--- config.mk ---
export PLATFORM = sky130hd
export DESIGN_NAME = round_robin_task_scheduler
export DESIGN_NICKNAME = d
export VERILOG_FILES = /design/src/rtl/rrts_pkg.sv /design/src/rtl/round_robin_task_scheduler.sv /design/src/rtl/rrts_dpath.sv /design/src/rtl/rrts_ctrl.sv
export SDC_FILE = /design/constraint.sdc
export NUM_CORES = 1
export LEC_CHECK = 0
export ABC_AREA = 1
export BUFFER_PORTS_ARGS = -buffer_cell sky130_fd_sc_hd__buf_2
export CAP_MARGIN = 0
export CORE_MARGIN = 2
export CORE_UTILIZATION = 57
export CTS_CLUSTER_DIAMETER = 40
export DETAILED_ROUTE_END_ITERATION = 16
export PLACE_DENSITY = 0.75
export SYNTH_ARGS = -nofsm -noshare
export SYNTH_HDL_FRONTEND = slang
export SYNTH_HIERARCHICAL = 1
export SYNTH_SLANG_ARGS = --single-unit
--- constraint.sdc ---
create_clock -name clock -period 3.2 [get_ports clock]
set_input_delay 0.16 -clock clock [delete_from_list [all_inputs] [get_ports clock]]
set_output_delay 0.16 -clock clock [all_outputs]
set_load 0.01 [all_outputs]
--- src/rtl/rrts_pkg.sv ---
// round robin task scheduler shared package
// command, task state and status codes, structs between controller and datapath
`timescale 1ns / 1ps
package rrts_pkg;

   typedef enum logic [2:0] {
      CMD_ADD    = 3'd0,
      CMD_NEXT   = 3'd1,
      CMD_YIELD  = 3'd2,
      CMD_SLEEP  = 3'd3,
      CMD_WAKEUP = 3'd4,
      CMD_EXIT   = 3'd5
   } cmd_type;

   typedef enum logic [2:0] {
      TS_FREE   = 3'd0,
      TS_NEW    = 3'd1,
      TS_READY  = 3'd2,
      TS_ACTIVE = 3'd3,
      TS_SLEEP  = 3'd4,
      TS_EXITED = 3'd5
   } tstate_type;

   typedef enum logic [1:0] {
      STAT_OK       = 2'd0,
      STAT_NONE_RUN = 2'd1,
      STAT_FULL     = 2'd2,
      STAT_BAD      = 2'd3
   } status_type;

   typedef struct packed {
      logic       latch;
      logic       add_fresh;
      logic       fs_pop;
      logic       id_from_fs;
      logic       walk_start;
      logic       rq_pop;
      logic       ts_rd;
      logic       ts_rd_rq;
      logic       id_from_rq;
      logic       ts_wr;
      tstate_type ts_wr_val;
      logic       q_push;
      logic       fs_push;
      logic       live_inc;
      logic       live_dec;
      logic       res_set;
      logic       res_found;
      status_type res_status;
      logic       rsp_load;
   } ctl_type;

   typedef struct packed {
      logic [2:0] cmd;
      logic       tid_ok;
      logic       live_full;
      logic       fs_empty;
      logic       fresh_ok;
      logic       budget_zero;
      logic       cur_ok;
      tstate_type st;
   } sts_type;

endpackage

--- src/rtl/round_robin_task_scheduler.sv ---
// round robin task scheduler top level: controller plus datapath
// depends on rrts_pkg, rrts_ctrl, rrts_dpath
//
//   channel  dir  fields                                                 transfer
//   req      in   req_command, req_task_id                               req_valid & req_ready
//   rsp      out  rsp_result_id, rsp_found, rsp_status, rsp_no_tasks_live rsp_valid & rsp_ready
//
// one item at a time, from the accepting cycle through decode to the output register load
// add: decode to done when full, via the write state with a fresh id, via the free stack
// pop state and the write state with a reused id; yield/sleep/wakeup/exit via the check
// state, a bad id or an unknown command decode to done; next walks the queue, each entry via
// the loop, id and state steps, set by the single read port of the queue and task state memories
// the next item is taken as soon as the result sits in the output register; a stalled rsp
// holds the finished result and the sequencer in its last state
// synchronous reset, no clearing pass
`timescale 1ns / 1ps
module round_robin_task_scheduler #(
   parameter int MAX_TASKS = 16
) (
   input  logic       clock,
   input  logic       reset,
   input  logic       req_valid,
   output logic       req_ready,
   input  logic [2:0] req_command,
   input  logic [4:0] req_task_id,
   output logic       rsp_valid,
   input  logic       rsp_ready,
   output logic [4:0] rsp_result_id,
   output logic       rsp_found,
   output logic [1:0] rsp_status,
   output logic       rsp_no_tasks_live
);

   rrts_pkg::ctl_type ctl;
   rrts_pkg::sts_type sts;

   rrts_ctrl u_ctrl (
      .clock     (clock),
      .reset     (reset),
      .req_valid (req_valid),
      .req_ready (req_ready),
      .rsp_valid (rsp_valid),
      .rsp_ready (rsp_ready),
      .sts       (sts),
      .ctl       (ctl)
   );

   rrts_dpath #(
      .MAX_TASKS (MAX_TASKS)
   ) u_dpath (
      .clock             (clock),
      .reset             (reset),
      .ctl               (ctl),
      .sts               (sts),
      .req_command       (req_command),
      .req_task_id       (req_task_id),
      .rsp_result_id     (rsp_result_id),
      .rsp_found         (rsp_found),
      .rsp_status        (rsp_status),
      .rsp_no_tasks_live (rsp_no_tasks_live)
   );

   a_busy_after_accept: assert property (@(posedge clock) disable iff (reset)
      req_valid && req_ready |=> !req_ready)
      else $error("accepted a transfer while busy");

   a_found_has_id: assert property (@(posedge clock) disable iff (reset)
      rsp_valid && rsp_found |-> rsp_result_id != 5'd0)
      else $error("found result with zero id");

   a_none_run_not_found: assert property (@(posedge clock) disable iff (reset)
      rsp_valid && rsp_status == rrts_pkg::STAT_NONE_RUN |-> !rsp_found)
      else $error("nothing runnable but found set");

   a_no_load_over_held: assert property (@(posedge clock) disable iff (reset)
      rsp_valid && !rsp_ready |=> rsp_valid)
      else $error("held result dropped");

endmodule

--- src/rtl/rrts_dpath.sv ---
// scheduler datapath: task state, run queue and free stack memories, counters
// depends on rrts_pkg
`timescale 1ns / 1ps
module rrts_dpath #(
   parameter int MAX_TASKS = 16
) (
   input  logic               clock,
   input  logic               reset,
   input  rrts_pkg::ctl_type  ctl,
   output rrts_pkg::sts_type  sts,
   input  logic [2:0]         req_command,
   input  logic [4:0]         req_task_id,
   output logic [4:0]         rsp_result_id,
   output logic               rsp_found,
   output logic [1:0]         rsp_status,
   output logic               rsp_no_tasks_live
);

   localparam int IDW = $clog2(MAX_TASKS + 1);
   localparam int IX  = (MAX_TASKS > 2) ? $clog2(MAX_TASKS) : 1;
   localparam int CW  = $clog2(MAX_TASKS + 1);
   localparam int FW  = $clog2(MAX_TASKS + 2);
   localparam int TW  = (IDW > 5) ? IDW : 5;

   logic [IDW-1:0] rq_mem [MAX_TASKS];
   logic [IDW-1:0] fs_mem [MAX_TASKS];
   logic [2:0]     ts_mem [MAX_TASKS];
   logic [MAX_TASKS-1:0] ts_valid_ff;

   logic [2:0]     cmd_ff;
   logic           tid_ok_ff;
   logic [IDW-1:0] cur_id_ff;
   logic [IX-1:0]  head_ff, tail_ff;
   logic [CW-1:0]  qcount_ff, fcount_ff, live_ff, budget_ff;
   logic [FW-1:0]  fresh_ff;
   logic [IDW-1:0] rq_rdata_ff, fs_rdata_ff;
   logic [2:0]     ts_rdata_ff;
   logic           ts_rvalid_ff;
   logic [IDW-1:0] pend_id_ff;
   logic           pend_found_ff;
   logic [1:0]     pend_status_ff;
   logic [4:0]     res_id_ff;
   logic           res_found_ff;
   logic [1:0]     res_status_ff;
   logic           res_none_ff;

   logic [TW-1:0]  tid_wide;
   logic [IDW-1:0] rd_id;
   logic [IX-1:0]  cur_ix, rd_ix;
   logic           q_full, fs_full;

   assign tid_wide = TW'(req_task_id);
   assign cur_ix   = IX'(cur_id_ff - IDW'(1));
   assign rd_id    = ctl.ts_rd_rq ? rq_rdata_ff : cur_id_ff;
   assign rd_ix    = IX'(rd_id - IDW'(1));
   assign q_full   = (qcount_ff >= CW'(MAX_TASKS));
   assign fs_full  = (fcount_ff >= CW'(MAX_TASKS));

   always_comb begin
      sts.cmd         = cmd_ff;
      sts.tid_ok      = tid_ok_ff;
      sts.live_full   = (live_ff >= CW'(MAX_TASKS));
      sts.fs_empty    = (fcount_ff == '0);
      sts.fresh_ok    = (fresh_ff <= FW'(MAX_TASKS));
      sts.budget_zero = (budget_ff == '0);
      sts.cur_ok      = (cur_id_ff != '0) && (cur_id_ff <= IDW'(MAX_TASKS));
      sts.st          = ts_rvalid_ff ? rrts_pkg::tstate_type'(ts_rdata_ff)
                                     : rrts_pkg::TS_FREE;
   end

   // memories
   always_ff @(posedge clock) begin
      if (ctl.q_push && !q_full) begin
         rq_mem[tail_ff] <= cur_id_ff;
      end
      if (ctl.rq_pop) begin
         rq_rdata_ff <= rq_mem[head_ff];
      end
      if (ctl.fs_push && !fs_full) begin
         fs_mem[IX'(fcount_ff)] <= cur_id_ff;
      end
      if (ctl.fs_pop) begin
         fs_rdata_ff <= fs_mem[IX'(fcount_ff - CW'(1))];
      end
      if (ctl.ts_wr) begin
         ts_mem[cur_ix] <= ctl.ts_wr_val;
      end
      if (ctl.ts_rd) begin
         ts_rdata_ff  <= ts_mem[rd_ix];
         ts_rvalid_ff <= ts_valid_ff[rd_ix];
      end
   end

   always_ff @(posedge clock) begin
      if (reset) begin
         ts_valid_ff <= '0;
         head_ff     <= '0;
         tail_ff     <= '0;
         qcount_ff   <= '0;
         fcount_ff   <= '0;
         live_ff     <= '0;
         budget_ff   <= '0;
         fresh_ff    <= FW'(1);
      end else begin
         if (ctl.ts_wr) begin
            ts_valid_ff[cur_ix] <= 1'b1;
         end
         if (ctl.walk_start) begin
            budget_ff <= qcount_ff;
         end
         if (ctl.rq_pop) begin
            head_ff   <= (head_ff == IX'(MAX_TASKS - 1)) ? '0 : head_ff + IX'(1);
            qcount_ff <= qcount_ff - CW'(1);
            budget_ff <= budget_ff - CW'(1);
         end else if (ctl.q_push && !q_full) begin
            tail_ff   <= (tail_ff == IX'(MAX_TASKS - 1)) ? '0 : tail_ff + IX'(1);
            qcount_ff <= qcount_ff + CW'(1);
         end
         if (ctl.fs_pop) begin
            fcount_ff <= fcount_ff - CW'(1);
         end else if (ctl.fs_push && !fs_full) begin
            fcount_ff <= fcount_ff + CW'(1);
         end
         if (ctl.add_fresh) begin
            fresh_ff <= fresh_ff + FW'(1);
         end
         if (ctl.live_inc) begin
            live_ff <= live_ff + CW'(1);
         end else if (ctl.live_dec && live_ff != '0) begin
            live_ff <= live_ff - CW'(1);
         end
      end
   end

   // item registers and result staging
   always_ff @(posedge clock) begin
      if (ctl.latch) begin
         cmd_ff    <= req_command;
         tid_ok_ff <= (tid_wide != '0) && (tid_wide <= TW'(MAX_TASKS));
         cur_id_ff <= IDW'(tid_wide);
      end else if (ctl.add_fresh) begin
         cur_id_ff <= IDW'(fresh_ff);
      end else if (ctl.id_from_fs) begin
         cur_id_ff <= fs_rdata_ff;
      end else if (ctl.id_from_rq) begin
         cur_id_ff <= rq_rdata_ff;
      end
      if (ctl.res_set) begin
         pend_id_ff     <= ctl.res_found ? cur_id_ff : '0;
         pend_found_ff  <= ctl.res_found;
         pend_status_ff <= ctl.res_status;
      end
      if (ctl.rsp_load) begin
         res_id_ff     <= 5'(pend_id_ff);
         res_found_ff  <= pend_found_ff;
         res_status_ff <= pend_status_ff;
         res_none_ff   <= (live_ff == '0);
      end
   end

   assign rsp_result_id     = res_id_ff;
   assign rsp_found         = res_found_ff;
   assign rsp_status        = res_status_ff;
   assign rsp_no_tasks_live = res_none_ff;

endmodule

--- src/rtl/rrts_ctrl.sv ---
// scheduler controller: one-hot sequencer over add, next walk and state changes
// depends on rrts_pkg
`timescale 1ns / 1ps
module rrts_ctrl (
   input  logic              clock,
   input  logic              reset,
   input  logic              req_valid,
   output logic              req_ready,
   output logic              rsp_valid,
   input  logic              rsp_ready,
   input  rrts_pkg::sts_type sts,
   output rrts_pkg::ctl_type ctl
);

   typedef enum logic [8:0] {
      S_IDLE      = 9'b000000001,
      S_DECODE    = 9'b000000010,
      S_ADD_ID    = 9'b000000100,
      S_ADD_WR    = 9'b000001000,
      S_CHK       = 9'b000010000,
      S_WALK_LOOP = 9'b000100000,
      S_WALK_ID   = 9'b001000000,
      S_WALK_ST   = 9'b010000000,
      S_DONE      = 9'b100000000
   } state_type;

   state_type state_ff, state_in;
   logic      rsp_valid_ff, rsp_valid_in;

   always_ff @(posedge clock) begin
      if (reset) begin
         state_ff     <= S_IDLE;
         rsp_valid_ff <= 1'b0;
      end else begin
         state_ff     <= state_in;
         rsp_valid_ff <= rsp_valid_in;
      end
   end

   assign req_ready = (state_ff == S_IDLE);
   assign rsp_valid = rsp_valid_ff;

   always_comb begin
      ctl      = '0;
      state_in = state_ff;
      unique case (state_ff)
         S_IDLE: begin
            if (req_valid) begin
               ctl.latch = 1'b1;
               state_in  = S_DECODE;
            end
         end
         S_DECODE: begin
            unique case (sts.cmd) inside
               rrts_pkg::CMD_ADD: begin
                  if (sts.live_full) begin
                     ctl.res_set    = 1'b1;
                     ctl.res_status = rrts_pkg::STAT_FULL;
                     state_in       = S_DONE;
                  end else if (!sts.fs_empty) begin
                     ctl.fs_pop = 1'b1;
                     state_in   = S_ADD_ID;
                  end else if (sts.fresh_ok) begin
                     ctl.add_fresh = 1'b1;
                     state_in      = S_ADD_WR;
                  end else begin
                     ctl.res_set    = 1'b1;
                     ctl.res_status = rrts_pkg::STAT_FULL;
                     state_in       = S_DONE;
                  end
               end
               rrts_pkg::CMD_NEXT: begin
                  ctl.walk_start = 1'b1;
                  state_in       = S_WALK_LOOP;
               end
               rrts_pkg::CMD_YIELD, rrts_pkg::CMD_SLEEP,
               rrts_pkg::CMD_WAKEUP, rrts_pkg::CMD_EXIT: begin
                  if (!sts.tid_ok) begin
                     ctl.res_set    = 1'b1;
                     ctl.res_status = rrts_pkg::STAT_BAD;
                     state_in       = S_DONE;
                  end else begin
                     ctl.ts_rd = 1'b1;
                     state_in  = S_CHK;
                  end
               end
               default: begin
                  ctl.res_set    = 1'b1;
                  ctl.res_status = rrts_pkg::STAT_OK;
                  state_in       = S_DONE;
               end
            endcase
         end
         S_ADD_ID: begin
            ctl.id_from_fs = 1'b1;
            state_in       = S_ADD_WR;
         end
         S_ADD_WR: begin
            ctl.res_set = 1'b1;
            if (sts.cur_ok) begin
               ctl.ts_wr      = 1'b1;
               ctl.ts_wr_val  = rrts_pkg::TS_NEW;
               ctl.live_inc   = 1'b1;
               ctl.q_push     = 1'b1;
               ctl.res_found  = 1'b1;
               ctl.res_status = rrts_pkg::STAT_OK;
            end else begin
               ctl.res_status = rrts_pkg::STAT_FULL;
            end
            state_in = S_DONE;
         end
         S_CHK: begin
            ctl.res_set    = 1'b1;
            ctl.res_status = rrts_pkg::STAT_OK;
            state_in       = S_DONE;
            if (sts.cmd == rrts_pkg::CMD_WAKEUP) begin
               if (sts.st == rrts_pkg::TS_SLEEP) begin
                  ctl.ts_wr     = 1'b1;
                  ctl.ts_wr_val = rrts_pkg::TS_READY;
                  ctl.q_push    = 1'b1;
               end else begin
                  ctl.res_status = rrts_pkg::STAT_BAD;
               end
            end else if (sts.st != rrts_pkg::TS_ACTIVE) begin
               ctl.res_status = rrts_pkg::STAT_BAD;
            end else begin
               ctl.ts_wr = 1'b1;
               case (sts.cmd)
                  rrts_pkg::CMD_YIELD: begin
                     ctl.ts_wr_val = rrts_pkg::TS_READY;
                     ctl.q_push    = 1'b1;
                  end
                  rrts_pkg::CMD_SLEEP: begin
                     ctl.ts_wr_val = rrts_pkg::TS_SLEEP;
                  end
                  default: begin
                     ctl.ts_wr_val = rrts_pkg::TS_EXITED;
                     ctl.q_push    = 1'b1;
                  end
               endcase
            end
         end
         S_WALK_LOOP: begin
            if (sts.budget_zero) begin
               ctl.res_set    = 1'b1;
               ctl.res_status = rrts_pkg::STAT_NONE_RUN;
               state_in       = S_DONE;
            end else begin
               ctl.rq_pop = 1'b1;
               state_in   = S_WALK_ID;
            end
         end
         S_WALK_ID: begin
            ctl.ts_rd      = 1'b1;
            ctl.ts_rd_rq   = 1'b1;
            ctl.id_from_rq = 1'b1;
            state_in       = S_WALK_ST;
         end
         S_WALK_ST: begin
            state_in = S_WALK_LOOP;
            if (sts.cur_ok) begin
               case (sts.st) inside
                  rrts_pkg::TS_NEW, rrts_pkg::TS_READY: begin
                     ctl.ts_wr      = 1'b1;
                     ctl.ts_wr_val  = rrts_pkg::TS_ACTIVE;
                     ctl.res_set    = 1'b1;
                     ctl.res_found  = 1'b1;
                     ctl.res_status = rrts_pkg::STAT_OK;
                     state_in       = S_DONE;
                  end
                  rrts_pkg::TS_EXITED: begin
                     ctl.ts_wr     = 1'b1;
                     ctl.ts_wr_val = rrts_pkg::TS_FREE;
                     ctl.fs_push   = 1'b1;
                     ctl.live_dec  = 1'b1;
                  end
                  rrts_pkg::TS_FREE: begin
                  end
                  default: begin
                     ctl.q_push = 1'b1;
                  end
               endcase
            end
         end
         S_DONE: begin
            if (!rsp_valid_ff || rsp_ready) begin
               ctl.rsp_load = 1'b1;
               state_in     = S_IDLE;
            end
         end
         default: begin
            state_in = S_IDLE;
         end
      endcase
   end

   always_comb begin
      rsp_valid_in = rsp_valid_ff;
      if (ctl.rsp_load) begin
         rsp_valid_in = 1'b1;
      end else if (rsp_ready) begin
         rsp_valid_in = 1'b0;
      end
   end

endmodule

# Word-level counts from Yosys, hierarchy flattened
# Memory sizes are Yosys's and may differ from the RTL's. A register that Yosys moved wholly into a read port is not among the register bits.
# Index checks and enable logic that the tools add are counted.
# word_totals
regBits	86
latch_bits	0
ram_bits	208
rom_bits	0
inputBits	12
output_inout_bits	11
elab_cells	197
memories	3
# memory_table
name	depth	width	read_ports	rd_clocked_by_memory_dff	write_ports	line_no	rtl
u_dpath.fs_mem	16	5	1	1	1	rrts_dpath.sv:26	logic [IDW-1:0] fs_mem [MAX_TASKS];
u_dpath.rq_mem	16	5	1	1	1	rrts_dpath.sv:25	logic [IDW-1:0] rq_mem [MAX_TASKS];
u_dpath.ts_mem	16	3	1	1	1	rrts_dpath.sv:27	logic [2:0] ts_mem [MAX_TASKS];
# classes
n_addsub	12
n_mul	0
div_mod_pow	0
n_lt_le_gt_ge	9
eq_ne	23
n_shift	0
n_mux	98
n_bitwise	2
reduce_logical	29
# op_table
op	count
5-bit 2-to-1 mux	17
9-bit 2-to-1 mux	9
9-bit case mux with 8 select lines	1
1-bit 2-to-1 mux	40
9-bit case mux with 3 select lines	1
2-bit 2-to-1 mux	12
4-bit 2-to-1 mux	6
5-bit by 1-bit adder with 5-bit output (second input constant)	4
5-bit by 1-bit subtractor with 5-bit output (second input constant)	4
16-bit bitwise OR	1
5-bit >= comparator (second input constant)	3
5-bit less-or-equal comparator (second input constant)	3
5-bit logical NOT	3
5-bit case mux with 3 select lines	1
5-bit nonzero test	3
3-bit equality test (second input constant)	4
4-bit by 5-bit less-than comparator with 1-bit output (second input constant)	2
2-bit case mux with 5 select lines	1
2-bit nonzero test	5
3-bit by 2-bit equality test with 1-bit output (second input constant)	3
9-bit by 1-bit equality test with 1-bit output (second input constant)	1
9-bit by 2-bit equality test with 1-bit output (second input constant)	1
9-bit by 3-bit equality test with 1-bit output (second input constant)	1
9-bit by 4-bit equality test with 1-bit output (second input constant)	1
31 further kinds	46

# Depth between registers and ports, before layout
# Gate-level depths: netlist (run 1).
# depth
depth_word	10
ltp_mapped	19
ltp_nobuf	17

# Modules after synthesis
# The synthesis (run 1) kept the hierarchy.
# by_module_without_submodules
module	instances	cells_per_inst	area_per_inst_um2
rrts_dpath	1	1248	12973.7
rrts_ctrl	1	159	947.2

# Least setup slack after synthesis (run 1)
# Ideal clock, no wire load.
# synth_path
kind	flip-flop to flip-flop
from	reg u_dpath.cur_id_ff[2]
to	mem u_dpath.ts_mem[6][0], enable pin
setup_time_ns	0.330
arrival_time_ns	2.822
slack_ns	0.048
stages_incl_launch_ff	12
period_less_slack_ns	3.152
cell_sequence	edfxtp_1 inv_1 nand2_4 inv_2 nand2_2 xor2_1 inv_1 o41ai_1 inv_1 nor3_1 inv_1 nor3_2
# synth_rtl
item	line_no	rtl
start, declared	rrts_dpath.sv:32	logic [IDW-1:0] cur_id_ff;
start signal, assigned	rrts_dpath.sv:140	cur_id_ff <= IDW'(tid_wide);
start signal, assigned	rrts_dpath.sv:142	cur_id_ff <= IDW'(fresh_ff);
start signal, assigned	rrts_dpath.sv:144	cur_id_ff <= fs_rdata_ff;
end, declared	rrts_dpath.sv:27	

# Final worst setup path (run 1)
# layout_path
from	reg u_ctrl.state_ff[0]
to	reg u_dpath.ts_rdata_ff[2] (read register of u_dpath.ts_mem), data pin
# layout_between
elab_chain_cells	4
# layout_lines
item	line_no	rtl
start, declared	rrts_ctrl.sv:27	state_type state_ff, state_in;
start signal, assigned	rrts_ctrl.sv:35	state_ff <= state_in;
9-bit by 7-bit equality test with 1-bit output	rrts_ctrl.sv:46	unique case (state_ff)
2-bit 2-to-1 mux	rrts_ctrl.sv:46	
4-bit 2-to-1 mux	rrts_dpath.sv:54	assign rd_id = ctl.ts_rd_rq ? rq_rdata_ff : cur_id_ff;
4-bit by 1-bit subtractor with 4-bit output	rrts_dpath.sv:55	assign rd_ix = IX'(rd_id - IDW'(1));
end, declared	rrts_dpath.sv:37	logic [2:0] ts_rdata_ff;
# Several ways; a longest one is shown, not always the timed one.
# A chain may end at the register's enable or synchronous reset.

==> qor.csv, run 1 <==
stage,metric,value,unit
timing,fmax,0.340,GHz
synthesis,count of flip-flops with a built-in enable after synthesis,248,
placed_design,placed cells,1723,
power,Pwr Total,8.98,mW
synthesis,Post-synth ARST share,0,%
route,ANT nets after route,0,
clock_tree,TritonCTS clock tree,built,
timing,Final Setup Violations,0,
placed_design,Setup WS pre-CTS,0.123,ns
clock_tree,Clock transition at path regs,0.06,ns
worst_hold_path,Hold Path End,u_dpath/cur_id_ff[4],
power,Max rail drop VDD,0.410,mV
worst_hold_path,hold depth,3,
clock_tree,CTS H-tree depth,2,
route,WL/cell,16.5,um
timing,worst-margin pin slew,1.13,ns
route,drt pass-1 iters,5,
final_layout,Inserted Diodes,0,
clock_tree,worst skew pair latency,0.52,ns
route,vias after detailed routing,9901,
final_layout,area delta synth->final,12.9,%
worst_setup_path,reg2reg start,u_ctrl/state_ff[0],
worst_hold_path,hold_sp,req_task_id[4],
worst_setup_path,Reg2Reg Depth,15,
synthesis,Syn Inst Count,1407,
placed_design,HPWL Detailed,19100,um
timing,PnR worst setup slack,0.260,ns
die,Cell Rows,57,
worst_setup_path,Setup CP Type,reg -> reg,
clock_tree,total CTS buffers,37,
final_layout,# nets final,1483,
synthesis,"Seq/Total Area, Yosys",62.0,%
synthesis,Synthesized Nets,1443,
synthesis,Synth Area in Adders,2.26,%
job,max cap viols,0,
timing,Tcrit/Tclk final,91.9,%
synthesis,share of Yosys cell area claimed by the top area cell type,53.5,%
worst_setup_path,"delay-heaviest family, CP",simple AND/OR/NAND/NOR gates,
placed_design,Final GP Congestion,0.924,
timing,Clock Skews,0.0168,ns
worst_setup_path,crit path buf inv count,5,
worst_setup_path,Worst setup EP type,register,
worst_setup_path,"Max FO, Critical Path",16,
synthesis,mux cell area share after synthesis,0,%
synthesis,Compound-Gate Fraction of Synth Area,8.13,%
grt,first-pass GRT wire length,47600,um
die,I/O pins,23,
timing,worst relative slew slack,24.6,%
worst_setup_path,critical path required time,3.46,ns
grt,GRT overflow,0,
final_layout,final std cells w/o fill,1800,
timing,"Slew Viols, Final",0,
synthesis,xor-xnor portion of the synthesized cell area,0.809,%
clock_tree,clock root buffer,clkbuf_16,
synthesis,Syn Std Cell Area,13900,um2
worst_setup_path,"Arr. time, crit path",3.20,ns
die,area of the core,24200,um2
die,Starting Density,57.6,%
die,die area,25700,um2
worst_setup_path,Crit-path slowest cell,ha_1,
route,DRC,0,
clock_tree,CTS sink count,307,
synthesis,synth top area cells,"edfxtp_1, dfxtp_1, nor2_1",
grt,largest net degree at the start of global routing,46,
worst_setup_path,CP Launch Type,register,
route,DRT iter0 DRCs,959,
power,P_leak,6.11,nW
synthesis,Yosys top cell by area,edfxtp_1,
final_layout,"commonest non-fill, non-tap cell in the layout",edfxtp_1,
final_layout,most frequent cells in the layout,"edfxtp_1, nor2_1, nand2_1, inv_1, nand3_1",
timing,min cycle time layout,2.94,ns
die,Die Y,160,um
synthesis,syn avg cell area,9.89,um2
grt,total track usage,23.4,%
worst_setup_path,Max stage delay on crit path,0.40,ns
timing,Fin. Hold Viols,0,
worst_setup_path,critical-path cell list,"nor2_1, nand2_2, inv_2, nand4_1, inv_2, inv_2, nand2_2, nand2_2, ha_1, clkinvlp_4, buf_12, nand3_1, nand3_1, nand3_1, nand2_1",
power,Power Dens Cells,572,nW/um2
run_status,outcome,"complete, no violations",
synthesis,Simple-Gate Fraction of Synth Area,20.1,%
timing,RSZ-0062 raised after global routing,false,
route,WL final,29800,um
synthesis,synthesis-stage register bit count,307,
timing,setup tns final,0,ns
grt,vias in the first global route,9549,
worst_hold_path,worst min path class,in -> reg,
synthesis,largest family of logic cells by synthesized area,simple AND/OR/NAND/NOR gates,
die,Die X-Extent,160,um
clock_tree,CTS max path bufs,3,
timing,Hold WS,0.0435,ns
worst_setup_path,R2R Setup Slk,0.26,ns
route,routed vias/inst,5.50,
grt,antenna violations before repair,0,
synthesis,ys flop type,edfxtp_1,
worst_setup_path,Crit Reg-Reg Endpoint,u_dpath/ts_rdata_ff[2],
final_layout,share of cells above drive strength 1,11.1,%
placed_design,number of I/O port buffers,22,
synthesis,Synth cell types,45,
synthesis,synth warn,6,
[metrics by stage]
stage / cell area (um2) / util, %
after floorplan: 13900 / -
after global placement: 14300 / 59.3
after detailed placement: 14300 / 59.3
after CTS: 15700 / 64.8
after global routing: 15700 / 65.0
final: 15700 / 65.0
[worst max-delay path by stage]
| stage | endpoint | slack [ns] | from | depth (start not counted) |
|---|---|---|---|---|
| 6_report | u_dpath/ts_rdata_ff[2] | 0.26 | u_ctrl/state_ff[0] | 15 |
| 3_5_place_dp | u_dpath/rq_mem[0][4] | 0.12 | u_dpath/cur_id_ff[1] | 13 |
| 4_1_cts | u_dpath/ts_rdata_ff[0] | 0.10 | u_ctrl/state_ff[0] | 14 |
| 3_3_place_gp | u_dpath/ts_rdata_ff[0] | 0.19 | u_ctrl/state_ff[0] | 14 |
| 2_1_floorplan | u_dpath/ts_mem[6][0] | 0.05 | u_dpath/cur_id_ff[2] | 11 |
| 5_1_grt | u_dpath/fs_mem[6][1] | 0.0008 | u_dpath/cur_id_ff[1] | 11 |
[where the power goes]
| group | switching (mW) | internal [mW] |
|---|---|---|
| registers | 0.0140 | 4.35 |
| logic | 0.339 | 0.135 |
| clock network | 1.61 | 2.53 |
[timing repair]
item,4_1_cts,5_1_grt
hold buffers,8,0
endpoints found under the setup margin,0,84
hold endpoints to repair,9,0
resized for setup,0,8
buffers inserted,0,1
[cell families after synthesis]
kind of cell               after synthesis
and+or+nand+nor                        632
DFF                                    307
buffers and inverters                  230
AOI/OAI and AO/OA                      202
adders and majority gates               24
xor gates and xnor gates                12
[worst min-delay path: stages]
cell     delay (ns)
buf_2          0.08
inv_1          0.06
o21ai_0        0.15
[registers in the layout, indices dropped and copies added, names as in the netlist, 9 cells and up]
name,flops
u_dpath/ts_mem,48
u_ctrl/state_ff,9
u_dpath/fs_mem,80
u_dpath/rq_mem,80
u_dpath/ts_valid_ff,16
[area by class of cell]
type,count,area (um2)
Sequential cell,307,8630
Fill cell,1837,8470
Multi-Input combinational cell,870,4380
Clock buffer,43,1010
Inverter,176,666
Tap cell,324,405
Timing Repair Buffer,55,390
Clock inverter,25,231
[synthesized netlist by cell type (2+ instances only)]
| library cell | n |
|---|---|
| nand4_1 | 5 |
| a31oi_1 | 2 |
| fa_1 | 2 |
| nor2_1 | 234 |
| nand3_1 | 137 |
| inv_2 | 10 |
| nand2_1 | 187 |
| inv_1 | 164 |
| o21ai_0 | 114 |
| o21ai_1 | 6 |
| or2_1 | 3 |
| nor3_1 | 17 |
| nor2_4 | 3 |
| o211ai_1 | 36 |
| nand3_2 | 2 |
| o21bai_1 | 2 |
| buf_6 | 3 |
| nand2_4 | 6 |
| xnor2_1 | 3 |
| edfxtp_1 | 248 |
| xor2_1 | 8 |
| buf_1 | 2 |
| nor4_1 | 4 |
| clkbuf_1 | 22 |
| nand2_2 | 9 |
| a21oi_1 | 31 |
| ha_1 | 22 |
| buf_2 | 20 |
| nor2_2 | 9 |
| nand3b_1 | 11 |
| o22ai_1 | 6 |
| nor3_2 | 3 |
| buf_4 | 6 |
| dfxtp_1 | 59 |
[metal layers]
layer  part of all wire [%]  GRT usage (%)  vias up  routed length, um
met3                    6.7           3.92       66               2010
met1                     44           32.3     4634              13000
met5                      0              0        -                  0
li1                       -              -     4838                  -
met2                     47           37.5      363              13900
met4                    2.9           9.01        0                863
Power figures use the tool's default switching activity.
==> run 2: changes to the inputs <==
CELL_PAD_IN_SITES_DETAIL_PLACEMENT = 0   (was unset)
CELL_PAD_IN_SITES_GLOBAL_PLACEMENT = 2   (was unset)
CORE_UTILIZATION = 37   (was 57)
PLACE_DENSITY = 0.74   (was 0.75)
==> run 2 against run 1 <==
  * Clock power up 33%
  * Design area up 5.1%
  * Sequential share of layout area down 2.7 points
  * Clock skew up 0.0062 ns
  * Final cell count up 12%
  * Utilization down 21 points
  * Routed wire length up 17%
  * Register-to-register slack about the same
  * Total power up 15%
  * Sequential power about the same
  * Critical endpoint is now u_dpath/rq_mem[11][1]
  * Largest power group is now the clock network
  * Highest routed layer unchanged
==> qor.csv, run 2 (synthesized netlist as in run 1, its figures left out) <==
stage,metric,value,unit,change
run_status,outcome,"complete, no violations",,
route,WL final,34800,um,+17%
timing,"Slew Viols, Final",0,,unchanged
die,I/O pins,23,,unchanged
final_layout,area delta synth->final,18.6,%,
timing,PnR worst setup slack,0.273,ns,+0.0128 ns
final_layout,share of cells above drive strength 1,13.3,%,+2.2 points
timing,Final Setup Violations,0,,unchanged
clock_tree,CTS sink count,307,,unchanged
worst_setup_path,Crit-path slowest cell,edfxtp_1,,
timing,min cycle time layout,2.93,ns,-0.0128 ns
route,DRC,0,,unchanged
timing,Clock Skews,0.0230,ns,+0.00617 ns
worst_setup_path,Setup CP Type,reg -> reg,,
worst_setup_path,CP Launch Type,register,,
timing,RSZ-0062 raised after global routing,false,,
placed_design,number of I/O port buffers,22,,unchanged
power,Max rail drop VDD,0.446,mV,+8.8%
final_layout,biggest regs,"u_dpath/fs_mem x80, u_dpath/rq_mem x80, u_dpath/ts_mem x48",,
worst_setup_path,"Max FO, Critical Path",7,,-9
grt,total track usage,18.4,%,-5.0 points
die,die area,39200,um2,+53%
timing,setup tns final,0,ns,unchanged
clock_tree,clock root buffer,clkbuf_16,,
power,Power Dens Cells,628,nW/um2,+9.9%
route,ANT nets after route,0,,unchanged
grt,vias in the first global route,9836,,+3.0%
placed_design,Final GP Congestion,0.793,,-14%
clock_tree,CTS H-tree depth,2,,unchanged
grt,GRT overflow,0,,unchanged
timing,worst-margin pin slew,1.00,ns,-0.128 ns
worst_setup_path,R2R Setup Slk,0.27,ns,about the same
die,Die Y,198,um,+24%
job,max cap viols,0,,unchanged
timing,Tcrit/Tclk final,91.5,%,-0.40 points
die,Cell Rows,71,,+25%
die,Starting Density,37.2,%,-20 points
clock_tree,worst skew pair latency,0.56,ns,+0.04 ns
worst_setup_path,Worst setup EP type,register,,
final_layout,"commonest non-fill, non-tap cell in the layout",edfxtp_1,,
worst_hold_path,worst min path class,in -> reg,,
final_layout,most frequent cells in the layout,"edfxtp_1, nor2_1, nand2_1, inv_1, nand3_1",,
die,Die X-Extent,198,um,+24%
clock_tree,total CTS buffers,48,,+30%
placed_design,Setup WS pre-CTS,0.0758,ns,-0.0477 ns
timing,Fin. Hold Viols,0,,unchanged
power,P_leak,6.40,nW,+4.7%
worst_setup_path,"delay-heaviest family, CP",simple AND/OR/NAND/NOR gates,,
worst_setup_path,critical-path cell list,"nor2_4, nand2_4, inv_2, nand2_2, xor2_1, inv_1, nor2_2, inv_2, o211ai_1, inv_1, nor2_2, nand2_1, nor2_1",,
placed_design,HPWL Detailed,22800,um,+19%
route,vias after detailed routing,9856,,-0.45%
die,area of the core,37400,um2,+55%
clock_tree,Clock transition at path regs,0.06,ns,about the same
final_layout,# nets final,1503,,+1.3%
worst_setup_path,Max stage delay on crit path,0.42,ns,+0.02 ns
grt,first-pass GRT wire length,54900,um,+15%
grt,antenna violations before repair,0,,unchanged
worst_setup_path,crit path buf inv count,4,,-1
route,WL/cell,17.3,um,+4.4%
timing,worst relative slew slack,32.7,%,+8.1 points
route,routed vias/inst,4.88,,-11%
worst_setup_path,critical path required time,3.41,ns,-0.05 ns
clock_tree,TritonCTS clock tree,built,,
final_layout,Inserted Diodes,0,,unchanged
route,drt pass-1 iters,5,,unchanged
route,DRT iter0 DRCs,607,,-37%
grt,largest net degree at the start of global routing,46,,unchanged
worst_setup_path,"Arr. time, crit path",3.13,ns,-0.07 ns
clock_tree,CTS max path bufs,3,,unchanged
timing,fmax,0.342,GHz,+0.44%
==> run 2: changes by cell type in the layout (fill, tap and decap cells not counted), sizes merged <==
cell | before | now
inv | 177 | 186
buf | 47 | 56
clkinv | 16 | 15
bufinv | 3 | 8
clkinvlp | 5 | 2
clkbuf | 43 | 55
==> run 2: routing by layer <==
layer | wire [um] | vias up | global-route usage, %
li1 | - | 4888 | -
met1 | 16000 | 4738 | 24.2
met2 | 16700 | 175 | 31.0
met3 | 1350 | 55 | 3.20
met4 | 757 | 0 | 5.43
met5 | 0 | - | 0
==> run 2: final timing paths <==
kind,startpoint,to,cells past startpoint
worst min-delay path,req_task_id[4],u_dpath/cur_id_ff[4],3
worst max register to register,u_dpath/cur_id_ff[1],u_dpath/rq_mem[11][1],13
worst max-delay path,u_dpath/cur_id_ff[1],u_dpath/rq_mem[11][1],13
worst min register to register,u_dpath/pend_id_ff[0],u_dpath/rsp_result_id[0],0
==> run 2: repair_timing <==
item | 4_1_cts | 5_1_grt
resized for setup | 0 | 14
setup endpoints to repair | 0 | 83
hold endpoints to repair | 9 | 0
hold buffers | 8 | 0
setup buffers | 0 | 1
==> run 2: final cells by class <==
cell class	count	area (um2)
clock inverters	35	443
well taps	511	639
repair buffers	64	458
clock buffers	55	1280
multi-input cells	870	4400
fillers	3575	20900
inverters	176	666
flip-flops and latches	307	8630
==> run 2: worst min-delay path, stage by stage <==
cell     delay [ns]
buf_2          0.08
inv_1          0.06
o21ai_0        0.16
==> run 2: power breakdown <==
part	internal [mW]	switching, mW
Combinational	0.137	0.357
Sequential	4.36	0.0134
Clock	3.56	1.95
==> run 2: metrics by stage <==
stage | std cells | area, um2 | hold WS [ns] | util (%) | total power [mW]
2_1_floorplan | 1407 | 13900 | 0.238 | - | 4.75
3_3_place_gp | 1919 | 14700 | 0.341 | 39.2 | 4.93
3_5_place_dp | 1919 | 14700 | 0.340 | 39.2 | 4.93
5_1_grt | 2018 | 16500 | 0.0327 | 44.1 | 10.8
6_report | 2018 | 16500 | 0.0372 | 44.1 | 10.4
4_1_cts | 2017 | 16500 | 0.0191 | 44.0 | 10.5
